$ cat src/rtl/olmrs_pkg.sv
`timescale 1ns / 1ps
// ----------------------------------------------------------------------------
// olmrs_pkg: shared definitions for the ordered list block
// List capacity, field widths, command codes and the store port structs.
// ----------------------------------------------------------------------------
package olmrs_pkg;

	localparam int CAPACITY = 256;
	localparam int ADDR_W   = $clog2(CAPACITY);
	localparam int CMD_W    = 3;
	localparam int FIELD_W  = 9;

	localparam logic [FIELD_W:0] CAP_X = (FIELD_W + 1)'(CAPACITY);

	localparam logic [CMD_W-1:0] CMD_LOAD   = 3'd0;
	localparam logic [CMD_W-1:0] CMD_TOP    = 3'd1;
	localparam logic [CMD_W-1:0] CMD_BOTTOM = 3'd2;
	localparam logic [CMD_W-1:0] CMD_MOVE   = 3'd3;
	localparam logic [CMD_W-1:0] CMD_ASK    = 3'd4;
	localparam logic [CMD_W-1:0] CMD_QUERY  = 3'd5;

	typedef struct packed {
		logic [ADDR_W-1:0]  iap_raddr;
		logic               iap_we;
		logic [ADDR_W-1:0]  iap_waddr;
		logic [FIELD_W-1:0] iap_wdata;
		logic [ADDR_W-1:0]  poi_raddr;
		logic               poi_we;
		logic [ADDR_W-1:0]  poi_waddr;
		logic [FIELD_W-1:0] poi_wdata;
	} store_req_t;

	typedef struct packed {
		logic [FIELD_W-1:0] iap_rdata;
		logic [FIELD_W-1:0] poi_rdata;
	} store_rsp_t;

endpackage

$ cat src/rtl/olmrs_store.sv
`timescale 1ns / 1ps
// ----------------------------------------------------------------------------
// olmrs_store: item-at-place and place-of-item memories
// One write and one registered read per memory and cycle. Place-of-item
// entries carry valid bits so that an absent item reads as zero.
// ----------------------------------------------------------------------------
module olmrs_store (
	input  logic                    clk,
	input  logic                    arst_n,
	input  olmrs_pkg::store_req_t   req,
	output olmrs_pkg::store_rsp_t   rsp
);

	logic [olmrs_pkg::FIELD_W-1:0]  iap_mem [olmrs_pkg::CAPACITY];
	logic [olmrs_pkg::FIELD_W-1:0]  poi_mem [olmrs_pkg::CAPACITY];
	logic [olmrs_pkg::CAPACITY-1:0] poi_v_q;
	logic [olmrs_pkg::FIELD_W-1:0]  iap_rd_q;
	logic [olmrs_pkg::FIELD_W-1:0]  poi_rd_q;
	logic                           poi_vr_q;

	always_ff @(posedge clk) begin
		if (req.iap_we) begin
			iap_mem[req.iap_waddr] <= req.iap_wdata;
		end
		iap_rd_q <= iap_mem[req.iap_raddr];
		if (req.poi_we) begin
			poi_mem[req.poi_waddr] <= req.poi_wdata;
		end
		poi_rd_q <= poi_mem[req.poi_raddr];
	end

	always_ff @(posedge clk or negedge arst_n) begin
		if (!arst_n) begin
			poi_v_q  <= '0;
			poi_vr_q <= 1'b0;
		end else begin
			if (req.poi_we) begin
				poi_v_q[req.poi_waddr] <= 1'b1;
			end
			poi_vr_q <= poi_v_q[req.poi_raddr];
		end
	end

	assign rsp.iap_rdata = iap_rd_q;
	assign rsp.poi_rdata = poi_vr_q ? poi_rd_q : '0;

endmodule

$ cat config.mk
export PLATFORM = sky130hd
export DESIGN_NAME = olmrs_store
export DESIGN_NICKNAME = d
export VERILOG_FILES = /design/src/rtl/olmrs_pkg.sv /design/src/rtl/olmrs_store.sv
export SDC_FILE = /design/constraint.sdc
export NUM_CORES = 2
export LEC_CHECK = 0
export BUFFER_PORTS_ARGS = -buffer_cell sky130_fd_sc_hd__buf_2
export CAP_MARGIN = 20
export CELL_PAD_IN_SITES_DETAIL_PLACEMENT = 1
export CELL_PAD_IN_SITES_GLOBAL_PLACEMENT = 2
export CORE_ASPECT_RATIO = 1.4
export CORE_MARGIN = 2
export CORE_UTILIZATION = 52
export CTS_CLUSTER_SIZE = 30
export DETAILED_ROUTE_END_ITERATION = 6
export HOLD_SLACK_MARGIN = 0.1
export PLACE_DENSITY = 0.82
export SLEW_MARGIN = 20
export SYNTH_ARGS = -nofsm -noshare
export SYNTH_HDL_FRONTEND = slang
export SYNTH_MEMORY_MAX_BITS = 65536
export SYNTH_SLANG_ARGS = --single-unit
$ cat constraint.sdc
create_clock -name clk -period 3.9 [get_ports clk]
set_input_delay 0.195 -clock clk [delete_from_list [all_inputs] [get_ports clk]]
set_output_delay 0.195 -clock clk [all_outputs]
set_load 0.03 [all_outputs]
==> results.tsv <==
stage	metric	value	unit
synthesis	synth_warnings	0	
placed_design	place_area	198000	µm²
clocking	cts_tree	built	
power	ir_drop	0.484	mV
die	design.die.area	368000	µm²
route	ant_nets	0	
placed_design	io_buffers	71	
synthesis	synth_xor_area_frac	0	
sta	worstMarginPinSlew	1290	ps
global_route	grt_util_all_layers	0.287	
worst_setup_path	crit_type	primary input to flip-flop	
synthesis	synth_compound_area_frac	0.0363	
route	drc	0	
synthesis	ys.flop_type	edfxtp_1	
sta	maxSlewHeadroom	0.142	
placed_design	hpwl	335	mm
route	num_vias	96400	
clocking	cts_buffers	444	
worst_setup_path	path_cells	dlygate4sd3_1 > buf_2 > buf_12 > nor3b_2 > o221ai_1 > o21ai_0 > o32ai_1 > nor3_1 > a311oi_1	
final_layout	num-nets-final	9822	
worst_setup_path	path_delay_family	simple AND/OR/NAND/NOR gates	
synthesis	synthMuxAreaShare	0.144	
flow_run	cap_violations	0	
sta	rsz0062_at_grt	false	
sta	fin_crit	3250	ps
final_layout	finalNonFillerCells	14900	
sta	drv_slew	0	
power	p_per_area	509	nW/µm²
clocking	cts_setup_buffers	0	
worst_setup_path	critPathBufInv	3	
worst_setup_path	crit_required	4750	ps
placed_design	dp_cells	14000	
min_path	hold_path.class	primary input to flip-flop	
global_route	grt_pass1_vias	103000	
die	ios	72	
clocking	cts_resized	0	
synthesis	synth_edf_count	4608	
final_layout	drive_above_1_share	0.271	
sta	clock.fmax	308	MHz
clocking	clock-sinks	4883	
global_route	antenna_found_initial	16	
sta	period_share	0.833	
final_layout	areaGrowthSynthToFinish	13.1	%
clocking	root_buffer	clkbuf_16	
outcome	status	finished clean	
die	start_util	0.523	
global_route	grt_pass1_wl	759	mm
route	wl	527	mm
worst_setup_path	end_kind	flip-flop	
global_route	grt_max_degree	136	
synthesis	yosysSeqAreaShare	0.769	
worst_setup_path	worstPathMaxFanout	44	
route	drt_iter0_drc	10000	
final_layout	final_util	0.591	
synthesis	synth_top_family_by_area	multiplexers	
die	placement_rows	261	
worst_setup_path	arrival	4100	ps
clocking	cts.path.max_buffers	4	
synthesis	synth.distinct_cells	74	
clocking	cts-htree-levels	5	
synthesis	async_reset_ff_frac	0.0526	
die	die-width	513	µm
die	die_h	717	µm
die	core_region_area	361000	µm²
sta	hold_viol	0	
worst_setup_path	slowest_stage	nor3_1	
synthesis	syn_nets	9089	
synthesis	ys_ff_latch	4883	
route	wl_per_cell	35.4	µm
clocking	clk_latency	1010	ps
route	vias_per_cell	6.48	
sta	fin_skew	36.5	ps
clocking	clkTransAtPathRegs	60	ps
synthesis	mappedNetlistArea	189000	µm²
sta	finalSetupViolations	0	
worst_setup_path	start_kind	primary input	
worst_setup_path	max_stage_delay	820	ps
synthesis	synth_fa_ha_area_frac	0	
synthesis	synth_cells	9035	
placed_design	routabilityCongestion	0.892	
global_route	overflow	0	
final_layout	fin_area	214000	µm²
route	first_pass_iters	6	
power	leakagePower	0.0700	µW
synthesis	syn_avg_cell_area	20.9	µm²
synthesis	yosys.area_share.simple	0.0322	
[final cells by class]
| cell class | instances | area [µm²] |
|---|---|---|
| flip-flops and latches | 4883 | 145000 |
| repair buffers | 823 | 7290 |
| clock buffers | 592 | 12200 |
| clock inverters | 233 | 2620 |
| well taps | 4734 | 5920 |
| fillers | 30100 | 148000 |
| multi-input cells | 3610 | 40200 |
| inverters | 6 | 22.5 |
| diodes | 8 | 20.0 |
[worst min-delay path, stage by stage]
cell and delay (ps):
buf_2 180, nand3_1 130, buf_4 300, nor2_1 170
[synthesized netlist by cell type (all sizes together) (8+ instances only)]
| cell | number | area share |
|---|---|---|
| a22o | 54 | 0.0025 |
| o221ai | 74 | 0.0034 |
| a211oi | 18 | 0.00072 |
| nor2 | 565 | 0.011 |
| dfrtp | 257 | 0.034 |
| nand2 | 84 | 0.0017 |
| nor4 | 49 | 0.0018 |
| edfxtp | 4608 | 0.73 |
| mux4 | 1044 | 0.13 |
| and2 | 17 | 0.00057 |
| nand2b | 23 | 0.00076 |
| mux2i | 340 | 0.018 |
| a311oi | 8 | 0.00037 |
| a22oi | 346 | 0.014 |
| dfxtp | 18 | 0.0019 |
| nand3b | 8 | 0.00034 |
| o22ai | 129 | 0.0043 |
| nand3 | 52 | 0.0014 |
| a221oi | 47 | 0.0022 |
| o31ai | 13 | 0.00052 |
| nor3 | 90 | 0.0024 |
| o21ai | 48 | 0.0013 |
| nand4 | 12 | 0.00040 |
| or2 | 266 | 0.0088 |
| nor2b | 39 | 0.0013 |
| a31oi | 8 | 0.00027 |
| clkbuf | 237 | 0.0050 |
| a21oi | 199 | 0.0053 |
| buf | 298 | 0.014 |
[state kept, by name (all words and copies together), names as in the netlist]
| register | cells |
|---|---|
| poi_v_q | 256 |
| poi_rd_q | 9 |
| iap_mem | 2304 |
| poi_vr_q | 1 |
| poi_mem | 2304 |
| iap_rd_q | 9 |
[per-layer routing]
layer	part of all wire	vias to the layer above	GRT usage
li1	-	39000	-
met1	0.35	51800	0.348
met2	0.52	4446	0.501
met3	0.064	1166	0.0381
met4	0.062	10	0.150
met5	0.00012	-	0
[through the flow]
step	power (µW)	setup TNS (ps)	worst slack [ps]	hold WS [ps]
after floorplan	62000	0	1740	-101
after global placement	64600	-736	-539	204
after detailed placement	64800	0	105	223
after CTS	109000	0	800	101
after global routing	111000	0	668	174
final	109000	0	651	202
[cells by family (layout without fill, tap and decap cells)]
family,Yosys count,count (layout)
multiplexers,1387,1387
buffers and inverters,542,1654
AND/OR/NAND/NOR,1241,1241
AO/OA/AOI/OAI,982,982
other,0,8
flip-flops,4883,4883
[cell usage in the layout (no fill, tap or decap), types with 53 or more instances in the layout]
master,synthesis,final
or2_2,266,266
clkinv_2,0,76
clkinv_1,0,59
edfxtp_1,4608,4608
mux4_1,53,53
a22oi_1,346,346
clkbuf_1,227,99
mux4_2,991,991
mux2i_1,340,340
nor2_1,565,553
dfrtp_1,257,257
o22ai_1,129,129
nand2_1,84,84
clkbuf_16,0,452
a22o_1,54,54
o221ai_1,74,74
buf_12,20,76
nor3_1,89,89
buf_4,62,630
a21oi_1,199,199
clkbuf_8,5,54
[timing repair]
item,CTS,global route
hold endpoints to repair,3110,0
endpoints found under the setup margin,0,0
hold buffers,45,0
[power by group]
group	internal, µW	leakage [µW]	total, µW	switching (µW)
clock network	25300	0.00725	44900	19500
logic	2100	0.0177	5920	3820
registers	57700	0.0451	57900	215
[path summary, 6_finish.rpt]
kind                                 start              end  slack [ps]  depth (start not counted)
min in group asynchronous           arst_n      poi_v_q[63]         460                          4
max                                req[22]      poi_rd_q[4]         650                          9
max reg2reg                poi_mem[240][1]      poi_rd_q[1]         920                          6
min                                req[42]  iap_mem[235][4]         200                          4
min reg2reg                    poi_v_q[18]      poi_v_q[18]         460                          1
max in group asynchronous           arst_n     poi_v_q[175]        2730                          4
Power figures use the tool's default switching activity.
